--- config.mk ---
export PLATFORM = sky130hd
export DESIGN_NAME = hsv_to_rgb_scaled_top
export DESIGN_NICKNAME = d
export VERILOG_FILES = /design/src/hdl/hsv_pkg.sv /design/src/hdl/hsv_to_rgb_scaled_top.sv /design/src/hdl/hsv_cdiv.sv
export SDC_FILE = /design/constraint.sdc
export NUM_CORES = 2
export LEC_CHECK = 0
export BUFFER_PORTS_ARGS = -buffer_cell sky130_fd_sc_hd__buf_2
export CORE_MARGIN = 2
export CORE_UTILIZATION = 36
export DETAILED_ROUTE_END_ITERATION = 10
export GPL_ROUTABILITY_DRIVEN = 0
export SLEW_MARGIN = 15
export SYNTH_ARGS = -nofsm -noshare
export SYNTH_HDL_FRONTEND = slang
export SYNTH_SLANG_ARGS = --single-unit
--- constraint.sdc ---
create_clock -name clock -period 43.1 [get_ports clock]
set_input_delay 6.465 -clock clock [delete_from_list [all_inputs] [get_ports clock]]
set_output_delay 6.465 -clock clock [all_outputs]
set_load 0.01 [all_outputs]
--- src/hdl/hsv_pkg.sv ---
// Shared types and constants of the HSV to RGB converter.
// Used by hsv_cdiv and hsv_to_rgb_scaled_top; depends on nothing else.
package hsv_pkg;

   localparam int unsigned HUE_BITS       = 16;
   localparam int unsigned SAT_BITS       = 9;
   localparam int unsigned VALUE_BITS     = 9;
   localparam int unsigned CHROMA_BITS    = SAT_BITS + VALUE_BITS;
   localparam int unsigned BRIGHT_BITS    = 8;
   localparam int unsigned LEVEL_OUT_BITS = 8;
   localparam int unsigned SECTOR_COUNT   = 6;
   localparam int unsigned SECTOR_BITS    = 3;
   localparam int unsigned CHANNEL_COUNT  = 3;

   localparam logic [BRIGHT_BITS-1:0] BRIGHTNESS_RESET = 8'd50;

   // What a channel holds above m: c, x, c - x or nothing.
   typedef enum logic [1:0] {
      TERM_CHROMA,
      TERM_RISE,
      TERM_FALL,
      TERM_ZERO
   } term_type;

   typedef struct packed {
      term_type red;
      term_type green;
      term_type blue;
   } terms_type;

   // Pipeline step control handed to a stage module.
   typedef struct packed {
      logic advance;
      logic valid;
   } pipe_ctl_type;

   // Hexcone sector pattern; codes beyond the sixth sector never occur.
   function automatic terms_type sector_terms(logic [SECTOR_BITS-1:0] sector);
      terms_type terms;
      case (sector)
         3'd0: terms = '{TERM_CHROMA, TERM_RISE,   TERM_ZERO};
         3'd1: terms = '{TERM_FALL,   TERM_CHROMA, TERM_ZERO};
         3'd2: terms = '{TERM_ZERO,   TERM_CHROMA, TERM_RISE};
         3'd3: terms = '{TERM_ZERO,   TERM_FALL,   TERM_CHROMA};
         3'd4: terms = '{TERM_RISE,   TERM_ZERO,   TERM_CHROMA};
         default: terms = '{TERM_CHROMA, TERM_ZERO, TERM_FALL};
      endcase
      return terms;
   endfunction

endpackage

--- src/hdl/hsv_to_rgb_scaled_top.sv ---
// Top level of the HSV to RGB converter for LED pixel levels.
// Depends on hsv_pkg and instantiates hsv_cdiv (hue wrap and level quantizers).
//
// Converts one hue / saturation / value item per clock into red, green and
// blue levels. Hue is signed, in 1/2^HUE_FRAC_BITS degree units, wrapped
// into [0, 360) degrees; saturation and value are Q8 (256 = 1.0, larger
// codes are used as given and the channels then clamp). The hexcone rule
// gives each channel as m plus c, x, c - x or nothing; the channel is
// clamped to [0, 1], truncated to LEVEL_BITS fraction bits, multiplied by
// the brightness register and truncated to an 8-bit level. Throughput is
// one item per clock while req_ready is high. From acceptance to rsp_valid
// an item passes the input register, the three-stage hue wrap divider,
// sector decode, multiply, clamp, the three-stage quantizing divider
// per channel and the output register. A
// two-entry output buffer (output register plus skid register) lets the
// pipeline keep moving for one more item while a result waits; req_ready
// drops only when both entries are full. The brightness register is
// written through csr_write_enable / csr_write_data (reset value 50) and
// must only be written while no item is in flight.
module hsv_to_rgb_scaled_top
   import hsv_pkg::*;
#(
   parameter int unsigned HUE_FRAC_BITS = 4,
   parameter int unsigned LEVEL_BITS    = 8
) (
   input  logic                        clock,
   input  logic                        reset,
   input  logic                        csr_write_enable,
   input  logic [BRIGHT_BITS-1:0]      csr_write_data,
   input  logic                        req_valid,
   output logic                        req_ready,
   input  logic signed [HUE_BITS-1:0]  req_hue,
   input  logic [SAT_BITS-1:0]         req_saturation,
   input  logic [VALUE_BITS-1:0]       req_value,
   output logic                        rsp_valid,
   input  logic                        rsp_ready,
   output logic [LEVEL_OUT_BITS-1:0]   rsp_red,
   output logic [LEVEL_OUT_BITS-1:0]   rsp_green,
   output logic [LEVEL_OUT_BITS-1:0]   rsp_blue
);

   // Hue geometry.
   localparam int unsigned SECTOR     = 60 << HUE_FRAC_BITS;
   localparam int unsigned CIRCLE     = SECTOR_COUNT * SECTOR;
   localparam int unsigned SEC_BITS   = $clog2(SECTOR + 1);
   localparam int unsigned FRAC_BITS  = $clog2(SECTOR);
   localparam int unsigned WRAP_BITS  = $clog2(CIRCLE);
   localparam int unsigned HUE_SPAN   = 1 << HUE_BITS;
   localparam int unsigned HUE_OFFSET = (CIRCLE - ((HUE_SPAN / 2) % CIRCLE)) % CIRCLE;
   localparam int unsigned HNUM_BITS  = $clog2(HUE_SPAN + CIRCLE);
   localparam int unsigned HQUO_BITS  = $clog2((HUE_SPAN - 1 + CIRCLE) / CIRCLE + 1);
   // Channel numerators over 65536 * SECTOR.
   localparam int unsigned BASE_BITS  = VALUE_BITS + 8 + SEC_BITS;
   localparam int unsigned PROD_BITS  = CHROMA_BITS + SEC_BITS;
   localparam int unsigned NUM_BITS   = PROD_BITS + 1;
   localparam longint unsigned FULL_NUM = 64'd65536 * SECTOR;
   localparam int unsigned SHIFT      = 16 - LEVEL_BITS;
   localparam int unsigned QNUM_BITS  = LEVEL_BITS + FRAC_BITS;
   localparam int unsigned SCALE_BITS = LEVEL_BITS + 1 + BRIGHT_BITS;

   typedef logic [CHANNEL_COUNT-1:0][LEVEL_OUT_BITS-1:0] levels_type;

   function automatic logic [SEC_BITS-1:0] pick_units(term_type term,
                                                      logic [SEC_BITS-1:0] frac,
                                                      logic [SEC_BITS-1:0] rest);
      logic [SEC_BITS-1:0] units;
      case (term)
         TERM_CHROMA: units = '0;
         TERM_RISE:   units = rest;
         TERM_FALL:   units = frac;
         default:     units = SEC_BITS'(SECTOR);
      endcase
      return units;
   endfunction

   function automatic logic [LEVEL_OUT_BITS-1:0] scale_level(logic [LEVEL_BITS-1:0] quot,
                                                             logic low, logic high,
                                                             logic [BRIGHT_BITS-1:0] bri);
      logic [LEVEL_BITS:0]   lvl;
      logic [SCALE_BITS-1:0] prod;
      if (high) begin
         lvl = {1'b1, LEVEL_BITS'(0)};
      end else if (low) begin
         lvl = '0;
      end else begin
         lvl = {1'b0, quot};
      end
      prod = SCALE_BITS'(lvl) * SCALE_BITS'(bri);
      return prod[LEVEL_BITS +: LEVEL_OUT_BITS];
   endfunction

   // Configuration.
   logic [BRIGHT_BITS-1:0] bri_ff;

   // Flow control.
   logic advance;

   // Stage 1: offset hue, chroma product.
   logic                   p1_valid_ff;
   logic [HNUM_BITS-1:0]   p1_hnum_ff, p1_hnum_in;
   logic [CHROMA_BITS-1:0] p1_chroma_ff, p1_chroma_in;
   logic [VALUE_BITS-1:0]  p1_value_ff;

   // Hue wrap divider.
   logic                                hd_valid;
   logic [WRAP_BITS-1:0]                hd_wrap;
   logic [CHROMA_BITS+VALUE_BITS-1:0]   hd_side;
   logic [CHROMA_BITS-1:0]              hd_chroma;
   logic [VALUE_BITS-1:0]               hd_value;

   // Stage 5: sector decode.
   logic [SECTOR_BITS-1:0] sector;
   logic [WRAP_BITS-1:0]   sector_base;
   logic [SEC_BITS-1:0]    frac_units, rest_units;
   terms_type              terms;
   logic                   p5_valid_ff;
   logic [CHANNEL_COUNT-1:0][SEC_BITS-1:0] p5_units_ff, p5_units_in;
   logic [CHROMA_BITS-1:0] p5_chroma_ff;
   logic [VALUE_BITS-1:0]  p5_value_ff;

   // Stage 6: products.
   logic                   p6_valid_ff;
   logic [CHANNEL_COUNT-1:0][PROD_BITS-1:0] p6_prod_ff, p6_prod_in;
   logic [BASE_BITS-1:0]   p6_base_ff, p6_base_in;

   // Stage 7: clamp and quantizer numerator.
   logic [CHANNEL_COUNT-1:0][NUM_BITS-1:0]  chan_num;
   logic                   p7_valid_ff;
   logic [CHANNEL_COUNT-1:0][QNUM_BITS-1:0] p7_qnum_ff, p7_qnum_in;
   logic [CHANNEL_COUNT-1:0][1:0]           p7_clamp_ff, p7_clamp_in;

   // Quantizer dividers.
   logic [CHANNEL_COUNT-1:0]                 cd_valid;
   logic [CHANNEL_COUNT-1:0][LEVEL_BITS-1:0] cd_quot;
   logic [CHANNEL_COUNT-1:0][1:0]            cd_clamp;
   logic [CHANNEL_COUNT-1:0][FRAC_BITS-1:0]  cd_rem;

   // Output buffer.
   levels_type level_in;
   logic       rsp_valid_ff, skid_valid_ff;
   levels_type rsp_level_ff, rsp_level_in, skid_level_ff;
   logic       rsp_free, incoming;

   // Brightness register: write whenever enabled.
   always_ff @(posedge clock) begin
      if (reset) begin
         bri_ff <= BRIGHTNESS_RESET;
      end else if (csr_write_enable) begin
         bri_ff <= csr_write_data;
      end
   end

   // Advance the whole pipeline unless the skid entry is occupied.
   assign advance   = !skid_valid_ff;
   assign req_ready = advance;

   // Stage 1: shift hue to an unsigned code and add an offset that keeps
   // the remainder modulo a full circle equal to the signed hue's.
   assign p1_hnum_in   = HNUM_BITS'({~req_hue[HUE_BITS-1], req_hue[HUE_BITS-2:0]})
                       + HNUM_BITS'(HUE_OFFSET);
   assign p1_chroma_in = CHROMA_BITS'(req_saturation) * CHROMA_BITS'(req_value);

   always_ff @(posedge clock) begin
      if (reset) begin
         p1_valid_ff <= 1'b0;
         p5_valid_ff <= 1'b0;
         p6_valid_ff <= 1'b0;
         p7_valid_ff <= 1'b0;
      end else if (advance) begin
         p1_valid_ff <= req_valid;
         p5_valid_ff <= hd_valid;
         p6_valid_ff <= p5_valid_ff;
         p7_valid_ff <= p6_valid_ff;
      end
   end

   // Wrap hue into one circle.
   hsv_cdiv #(
      .DIVISOR   (CIRCLE),
      .NUM_BITS  (HNUM_BITS),
      .QUO_BITS  (HQUO_BITS),
      .REM_BITS  (WRAP_BITS),
      .SIDE_BITS (CHROMA_BITS + VALUE_BITS)
   ) u_hue_wrap (
      .clock     (clock),
      .reset     (reset),
      .in_ctl    ('{advance: advance, valid: p1_valid_ff}),
      .in_num    (p1_hnum_ff),
      .in_side   ({p1_chroma_ff, p1_value_ff}),
      .out_valid (hd_valid),
      .out_quot  (),
      .out_rem   (hd_wrap),
      .out_side  (hd_side)
   );

   assign {hd_chroma, hd_value} = hd_side;

   // Stage 5: find the sector and the position within it, then pick for
   // each channel how many sector units of chroma to take away from v.
   always_comb begin
      sector      = '0;
      sector_base = '0;
      for (int k = 1; k < SECTOR_COUNT; k++) begin
         if (hd_wrap >= WRAP_BITS'(k * SECTOR)) begin
            sector      = SECTOR_BITS'(k);
            sector_base = WRAP_BITS'(k * SECTOR);
         end
      end
      frac_units = SEC_BITS'(hd_wrap - sector_base);
      rest_units = SEC_BITS'(SECTOR) - frac_units;
      terms      = sector_terms(sector);
      p5_units_in[0] = pick_units(terms.red,   frac_units, rest_units);
      p5_units_in[1] = pick_units(terms.green, frac_units, rest_units);
      p5_units_in[2] = pick_units(terms.blue,  frac_units, rest_units);
   end

   // Stage 6: channel = v*256*S - chroma*units, both over 65536*S.
   assign p6_base_in = BASE_BITS'(p5_value_ff) * BASE_BITS'(SECTOR * 256);

   // Stage 7: clamp flags and quantizer numerator floor(num * 2^L / 65536).
   always_comb begin
      for (int i = 0; i < CHANNEL_COUNT; i++) begin
         p6_prod_in[i] = PROD_BITS'(p5_chroma_ff) * PROD_BITS'(p5_units_ff[i]);
         chan_num[i]   = NUM_BITS'(p6_base_ff) - NUM_BITS'(p6_prod_ff[i]);
         p7_clamp_in[i][1] = chan_num[i][NUM_BITS-1] || (chan_num[i] == '0);
         p7_clamp_in[i][0] = !chan_num[i][NUM_BITS-1]
                           && (chan_num[i] >= NUM_BITS'(FULL_NUM));
         p7_qnum_in[i] = QNUM_BITS'(chan_num[i] >> SHIFT);
      end
   end

   always_ff @(posedge clock) begin
      if (advance) begin
         p1_hnum_ff   <= p1_hnum_in;
         p1_chroma_ff <= p1_chroma_in;
         p1_value_ff  <= req_value;
         p5_units_ff  <= p5_units_in;
         p5_chroma_ff <= hd_chroma;
         p5_value_ff  <= hd_value;
         p6_prod_ff   <= p6_prod_in;
         p6_base_ff   <= p6_base_in;
         p7_qnum_ff   <= p7_qnum_in;
         p7_clamp_ff  <= p7_clamp_in;
      end
   end

   // Quantize each channel: divide by the sector size.
   for (genvar g = 0; g < CHANNEL_COUNT; g++) begin : g_quant
      hsv_cdiv #(
         .DIVISOR   (SECTOR),
         .NUM_BITS  (QNUM_BITS),
         .QUO_BITS  (LEVEL_BITS),
         .REM_BITS  (FRAC_BITS),
         .SIDE_BITS (2)
      ) u_quant (
         .clock     (clock),
         .reset     (reset),
         .in_ctl    ('{advance: advance, valid: p7_valid_ff}),
         .in_num    (p7_qnum_ff[g]),
         .in_side   (p7_clamp_ff[g]),
         .out_valid (cd_valid[g]),
         .out_quot  (cd_quot[g]),
         .out_rem   (cd_rem[g]),
         .out_side  (cd_clamp[g])
      );
   end

   // Scale by brightness. Clamp bit 1 means at or below zero, bit 0 means
   // at or above full scale.
   always_comb begin
      for (int i = 0; i < CHANNEL_COUNT; i++) begin
         level_in[i] = scale_level(cd_quot[i], cd_clamp[i][1], cd_clamp[i][0], bri_ff);
      end
   end

   // Output register plus skid register. All lanes move together, so the
   // red lane's valid stands for the item.
   assign rsp_free     = !rsp_valid_ff || rsp_ready;
   assign incoming     = advance && cd_valid[0];
   assign rsp_level_in = skid_valid_ff ? skid_level_ff : level_in;

   always_ff @(posedge clock) begin
      if (reset) begin
         rsp_valid_ff  <= 1'b0;
         skid_valid_ff <= 1'b0;
      end else if (rsp_free) begin
         rsp_valid_ff  <= skid_valid_ff || incoming;
         skid_valid_ff <= 1'b0;
      end else if (incoming) begin
         skid_valid_ff <= 1'b1;
      end
   end

   always_ff @(posedge clock) begin
      if (rsp_free) begin
         rsp_level_ff <= rsp_level_in;
      end else if (incoming) begin
         skid_level_ff <= level_in;
      end
   end

   assign rsp_valid = rsp_valid_ff;
   assign rsp_red   = rsp_level_ff[0];
   assign rsp_green = rsp_level_ff[1];
   assign rsp_blue  = rsp_level_ff[2];

endmodule

--- src/hdl/hsv_cdiv.sv ---
// Three-stage pipelined division by a constant: reciprocal multiply,
// back-multiply, one correction step. Depends on hsv_pkg for pipe_ctl_type.
module hsv_cdiv
   import hsv_pkg::*;
#(
   parameter int unsigned DIVISOR   = 960,
   parameter int unsigned NUM_BITS  = 18,
   parameter int unsigned QUO_BITS  = 8,
   parameter int unsigned REM_BITS  = 10,
   parameter int unsigned SIDE_BITS = 2
) (
   input  logic                 clock,
   input  logic                 reset,
   input  pipe_ctl_type         in_ctl,
   input  logic [NUM_BITS-1:0]  in_num,
   input  logic [SIDE_BITS-1:0] in_side,
   output logic                 out_valid,
   output logic [QUO_BITS-1:0]  out_quot,
   output logic [REM_BITS-1:0]  out_rem,
   output logic [SIDE_BITS-1:0] out_side
);

   localparam longint unsigned RECIP = (64'd1 << NUM_BITS) / DIVISOR;
   localparam int unsigned RECIP_BITS = $clog2(RECIP + 1);
   localparam int unsigned PROD_BITS  = NUM_BITS + RECIP_BITS;

   logic                 a_valid_ff, b_valid_ff, c_valid_ff;
   logic [NUM_BITS-1:0]  a_num_ff, b_num_ff;
   logic [PROD_BITS-1:0] a_prod_ff, a_prod_in;
   logic [QUO_BITS-1:0]  b_quot_ff, b_quot_in, c_quot_ff, c_quot_in;
   logic [NUM_BITS-1:0]  b_back_ff, b_back_in, diff;
   logic [REM_BITS-1:0]  c_rem_ff, c_rem_in;
   logic [SIDE_BITS-1:0] a_side_ff, b_side_ff, c_side_ff;

   // Estimate is the true quotient or one less.
   assign a_prod_in = PROD_BITS'(in_num) * PROD_BITS'(RECIP);
   assign b_quot_in = QUO_BITS'(a_prod_ff >> NUM_BITS);
   assign b_back_in = NUM_BITS'(NUM_BITS'(b_quot_in) * NUM_BITS'(DIVISOR));
   assign diff      = b_num_ff - b_back_ff;

   always_comb begin
      if (diff >= NUM_BITS'(DIVISOR)) begin
         c_quot_in = b_quot_ff + QUO_BITS'(1);
         c_rem_in  = REM_BITS'(diff - NUM_BITS'(DIVISOR));
      end else begin
         c_quot_in = b_quot_ff;
         c_rem_in  = REM_BITS'(diff);
      end
   end

   always_ff @(posedge clock) begin
      if (reset) begin
         a_valid_ff <= 1'b0;
         b_valid_ff <= 1'b0;
         c_valid_ff <= 1'b0;
      end else if (in_ctl.advance) begin
         a_valid_ff <= in_ctl.valid;
         b_valid_ff <= a_valid_ff;
         c_valid_ff <= b_valid_ff;
      end
   end

   always_ff @(posedge clock) begin
      if (in_ctl.advance) begin
         a_num_ff  <= in_num;
         a_prod_ff <= a_prod_in;
         a_side_ff <= in_side;
         b_num_ff  <= a_num_ff;
         b_quot_ff <= b_quot_in;
         b_back_ff <= b_back_in;
         b_side_ff <= a_side_ff;
         c_quot_ff <= c_quot_in;
         c_rem_ff  <= c_rem_in;
         c_side_ff <= b_side_ff;
      end
   end

   assign out_valid = c_valid_ff;
   assign out_quot  = c_quot_ff;
   assign out_rem   = c_rem_ff;
   assign out_side  = c_side_ff;

endmodule
; ---- Yosys cells after proc, flatten, opt, wreduce, memory -nomap -nowiden
; Cells that the tools add are included.
[classes]
addsub = 14
multipliers = 16
div_mod_pow = 0
order_cmp = 12
n_eq_ne = 10
shifts = 0
muxes = 25
bitwise = 2
reduce_logical = 23
[op_table]
columns = op, n
row1 = case mux 10 bit (3 select lines), 3
row2 = "greater-or-equal comparator 29 x 26 -> 1 bit, second input constant", 3
row3 = logical NOT 29 bit, 3
row4 = subtractor 27 x 28 -> 29 bit, 3
row5 = multiplier 18 x 10 -> 28 bit, 3
row6 = "multiplier 18 x 9 -> 26 bit, second input constant", 3
row7 = "greater-or-equal comparator 18 x 10 -> 1 bit, second input constant", 3
row8 = subtractor 18 bit, 3
row9 = two-way mux 10 bit, 5
row10 = multiplier 9 x 8 -> 16 bit, 3
row11 = two-way mux 8 bit, 6
row12 = "multiplier 8 x 4 -> 12 bit, second input constant", 3
row13 = case mux 6 bit (5 select lines), 1
row14 = two-way mux 9 bit, 3
row15 = "greater-or-equal comparator 13 x 12 -> 1 bit, second input constant", 2
row16 = "adder 8 x 1 -> 8 bit, second input constant", 3
row17 = two-way mux 24 bit, 1
row18 = "multiplier 17 x 4 -> 20 bit, second input constant", 1
row19 = multiplier 9 x 9 -> 18 bit, 1
row20 = "adder 16 x 11 -> 17 bit, second input constant", 1
row21 = "greater-or-equal comparator 17 x 13 -> 1 bit, second input constant", 1
row22 = subtractor 17 bit, 1
row23 = "greater-or-equal comparator 13 x 10 -> 1 bit, second input constant", 1
row24 = "greater-or-equal comparator 13 x 11 -> 1 bit, second input constant", 1
row25 = 22 further kinds, 44
[totals]
register_bits = 772
latch_bits = 0
mem_bits_rw = 0
romBits = 0
inputBits = 47
out_inout_bits = 26
wordCells = 174
n_memories = 0

; ---- Depth between registers and ports, before layout
[depth]
word_depth = 10
depth_mapped = 25
mapped_depth_nobuf = 22

; ---- Hierarchy
; Synthesis repeated with hierarchy kept, for this count alone.
[hier_totals]
hier_cells = 5666
hier_area_um2 = 62892.8
[by_module_without_submodules]
columns = mod, instances, cells_each, area_per_inst_um2, seq_area_each_um2
row1 = hsv_to_rgb_scaled_top, 1, 3975, 39536.7, 9469.1
row2 = hsv_cdiv at g_quant[0].u_quant ..., 3, 413, 5514.0, 2672.6
row3 = hsv_cdiv at u_hue_wrap, 1, 452, 6814.0, 4504.3

; ---- Least setup slack after synthesis
; Ideal clock, no wire load.
[synth_path]
path_type = reg-to-output
startpoint = reg skid_valid_ff
endpoint = out req_ready
arrival_time_ns = 16.694
t_required_ns = 36.635
setup_slack_ns = 19.941
path_stages_with_launch = 3
n_path_buf = 1
path_cell_list = dfxtp_1 clkinv_1 clkbuf_1
[synth_via]
elab_chain_cells = 1
[synth_rtl]
columns = item, line_no
row1 = start: declaration, hsv_to_rgb_scaled_top.sv:140  ; logic rsp_valid_ff, skid_valid_ff;
row2 = start signal: assignment, hsv_to_rgb_scaled_top.sv:285  ; skid_valid_ff <= 1'b0;
row3 = start signal: assignment, hsv_to_rgb_scaled_top.sv:288  ; skid_valid_ff <= 1'b0;
row4 = start signal: assignment, hsv_to_rgb_scaled_top.sv:290  ; skid_valid_ff <= 1'b1;
row5 = logical NOT 1 bit, hsv_to_rgb_scaled_top.sv:154  ; assign advance = !skid_valid_ff;
row6 = end: declaration, hsv_to_rgb_scaled_top.sv:31  ; output logic req_ready,
; No other way between the ends.

; ---- Final worst setup path
[layout_path]
startpoint = in req_saturation[4]
endpoint = reg p1_chroma_ff[17], data pin
[layout_via]
elab_chain_cells = 1
[layout_rtl]
columns = item, line_no
row1 = start: declaration, hsv_to_rgb_scaled_top.sv:33  ; input logic [SAT_BITS-1:0] req_saturation,
row2 = multiplier 9 x 9 -> 18 bit, hsv_to_rgb_scaled_top.sv:161  ; assign p1_chroma_in = CHROMA_BITS'(req_saturation) * CHROMA_BITS'(req_value);
row3 = via p1_chroma_in[17], hsv_to_rgb_scaled_top.sv:101  ; logic [CHROMA_BITS-1:0] p1_chroma_ff, p1_chroma_in;
row4 = end signal: assignment, hsv_to_rgb_scaled_top.sv:235  ; p1_chroma_ff <= p1_chroma_in;
row5 = end: declaration, hsv_to_rgb_scaled_top.sv:101
; The timed path passes the listed nets, and every way through them passes these cells.
; A chain may end at the register's enable or synchronous reset.

==> flow_summary.json <==
{
  "outcome": "finished clean",
  "synth_area_um2": 59690,
  "yosysSeqAreaShare_pct": 33.02,
  "finalCritPeriodShare_pct": 24.29,
  "setup_violations": 0,
  "ys.flop_type": "edfxtp_1",
  "ys_types": 84,
  "cp_cell_sequence": "buf_2 > nand2_1 > fa_1 > fa_1 > inv_1 > ha_1 > inv_1 > fa_1 > inv_1 > ha_1 > a21o_1 > a21oi_1 > o21ai_0 > a21oi_1 > o21ai_0 > a211oi_1 > o21ai_0 > a31o_2 > a21oi_1 > xnor2_1",
  "pre_cts_ws_ns": 31.89,
  "cts_resized": 0,
  "track_usage_pct": 13.90,
  "layout-drive-gt1-share_pct": 4.914,
  "synthArstFlopShare_pct": 0,
  "crit_path_end_kind": "flop",
  "finalHoldViolCount": 0,
  "cp_slowest_cell": "fa_1",
  "syn_to_final_growth_pct": 9.017,
  "nets": 6902,
  "required_ns": 43.53,
  "synth_top_family_by_area": "adder cells",
  "synth-seq-cells": 663,
  "drtPass1Iterations": 5,
  "cts_tree": "done",
  "cts_sinks": 663,
  "seq_area_um2": 19710,
  "avgRoutedWirePerCell_um": 14.68,
  "grt_pass1_wl_mm": 193.5,
  "hold_depth": 0,
  "route.detailed.drc": 0,
  "rsz0062_at_grt": "false",
  "antenna_found_initial": 2,
  "startpoint_type": "primary input",
  "drtIter0Drc": 1933,
  "chipHeight_um": 411.2,
  "start_util_pct": 36.22,
  "cts_setup_buffers": 0,
  "crit_cells": 20,
  "htreeDepth": 3,
  "synthAdderAreaFrac_pct": 36.29,
  "fp.dieW_um": 411.2,
  "grt_pass1_vias": 38870,
  "cts_inserted_buffers": 78,
  "multi_input_area_um2": 35620,
  "synth_nets": 6876,
  "slowest_delay_ns": 0.55,
  "final_cell_mix": "998 x inv_1, 693 x ha_1, 649 x fa_1",
  "clkSlewWorstSetupHoldPaths_ns": 0.06,
  "fillers": 16010,
  "hold_buffers": 0,
  "yosys.area_share.simple_pct": 12.10,
  "synth_area_per_cell_um2": 10.88,
  "clockRootBuffer": "clkbuf_16",
  "drt-total-wl_mm": 114.0,
  "synth_xor_xnor_area_share_pct": 4.209,
  "worst_path_dominant_cell_family": "adder cells",
  "layout_commonest_cell": "inv_1",
  "crit_buf_inv": 4,
  "r2r_slack_ns": 36.35,
  "num_vias": 36990,
  "yosys_warnings": 0,
  "synthMuxAreaShare_pct": 0.7483,
  "path_class": "primary input to flop",
  "synthCells": 5487,
  "synth_edf_count": 643,
  "fmax_mhz": 95.54,
  "worst_ep_arrival_time_ns": 10.90,
  "dpl.hpwl_mm": 86.65,
  "clk_latency_ns": 0.68,
  "slew_headroom_pct": 21.23,
  "crit_fanout": 9,
  "viasPerCell": 4.764,
  "grt-ovfl-total": 0,
  "ant_nets": 0,
  "finClkSkew_ns": 0.02259,
  "cts_buffer_depth": 3,
  "synth_compound_area_share_pct": 6.320,
  "setup_tns_ns": 0,
  "io_buffers": 72,
  "maxCapViolCount": 0,
  "grt_max_degree": 184,
  "dieArea_um2": 169100,
  "ff2ff_path_depth": 22,
  "min_period_ns": 10.47,
  "core_um2": 164800,
  "io_pins": 73,
  "finalWorstSetupSlack_ns": 32.63,
  "slew_viol_final": 0,
  "fp-row-count": 149,
  "min-delay-path-class": "flop to flop",
  "worst_pin_slew_ns": 1.180
}
[metrics by stage]
stage | instances | hold WS, ns | cell area (um2) | utilization, %
after floorplan | 5487 | 0.4003 | 59690 | -
after global placement | 7622 | 0.4010 | 62490 | 37.92
after detailed placement | 7622 | 0.4045 | 62490 | 37.92
after CTS | 7765 | 0.4001 | 65070 | 39.49
after global routing | 7765 | 0.4072 | 65070 | 39.49
final | 7766 | 0.4000 | 65070 | 39.49
[per-layer routing]
metal | up-vias | GRT usage, % | wire length (um) | part of all wire [%]
met5 | - | 0 | 10 | 0.0088
met2 | 657 | 23.82 | 54890 | 48
met4 | 2 | 4.307 | 3353 | 2.9
met3 | 204 | 2.133 | 4292 | 3.8
met1 | 18110 | 18.02 | 51470 | 45
li1 | 18030 | - | - | -
[final timing paths]
kind,end,from
setup / recovery,p1_chroma_ff[17],req_saturation[4]
hold / removal,g_quant[1].u_quant.a_side_ff[1],p7_clamp_ff[3]
setup reg to reg,p6_prod_ff[83],p5_units_ff[23]
hold reg to reg,g_quant[1].u_quant.a_side_ff[1],p7_clamp_ff[3]
[cells in the mapped netlist (5+ instances only)]
master	count	area, um2
a211o_1	10	87.58
a211oi_1	14	105.1
a21boi_0	5	37.54
a21o_1	84	630.6
a21oi_1	162	810.8
a22o_1	11	96.34
a22oi_1	6	45.04
a311oi_1	6	52.55
a31o_2	8	70.07
a31oi_1	13	81.33
a41o_1	7	70.07
a41oi_1	5	43.79
and2_1	374	2340
and3_1	96	600.6
and4_1	6	52.55
clkbuf_1	161	604.3
dfxtp_1	20	400.4
edfxtp_1	643	19310
fa_1	649	12990
ha_1	693	8671
inv_1	998	3746
mux2_2	21	236.5
mux2i_1	21	210.2
nand2_1	491	1843
nand2b_1	24	150.1
nand3_1	60	300.3
nand4_1	12	75.07
nor2_1	168	630.6
nor2b_1	48	300.3
nor3_1	66	330.3
nor3b_1	7	52.55
nor4_1	14	87.58
o211ai_1	14	105.1
o21a_1	43	322.8
o21ai_0	79	395.4
o21bai_1	39	292.8
o221ai_1	7	61.31
o31ai_1	9	67.56
o41ai_1	5	43.79
or2_2	6	37.54
or3_1	21	131.4
or4_1	11	82.58
xnor2_1	190	1664
xor2_1	95	832.1
[cell families (layout without fill, tap and decap cells)]
kind of cell             count (synthesis)  in the layout
flip-flops                             663            663
AND/OR/NAND/NOR                       1424           1424
buffers and inverters                 1163           1252
XOR/XNOR                               286            286
other                                    0              1
multiplexers                            42             42
AO/OA/AOI/OAI                          567            567
adder cells (fa/ha/maj)               1342           1342
[state kept, by name (all words and copies together), names as in the netlist, 10 cells and up]
name,cells
p6_prod_ff,84
p7_qnum_ff,54
g_quant.u_quant.a_num_ff,36
g_quant.u_quant.b_num_ff,36
g_quant.u_quant.b_back_ff,33
p5_units_ff,30
u_hue_wrap.a_side_ff,27
u_hue_wrap.b_side_ff,27
u_hue_wrap.out_side,27
g_quant.u_quant.a_prod_ff,24
g_quant.u_quant.b_quot_ff,24
g_quant.u_quant.out_quot,24
skid_level_ff,24
p1_chroma_ff,18
p5_chroma_ff,18
p1_hnum_ff,17
u_hue_wrap.a_num_ff,17
u_hue_wrap.b_num_ff,17
p6_base_ff,13
u_hue_wrap.out_rem,13
u_hue_wrap.b_back_ff,10
[layout make-up]
cell class	instances	area share, %
tap	2189	4.209
multi-input combinational	3661	54.74
antenna	1	0.003845
timing repair buffer	109	1.019
inverter	1000	5.780
clock inverter	52	0.8556
sequential	663	30.29
clock buffer	91	3.107
Power is not shown: default switching activity piles up to over one toggle a cycle in this logic, so the estimate is an artifact.
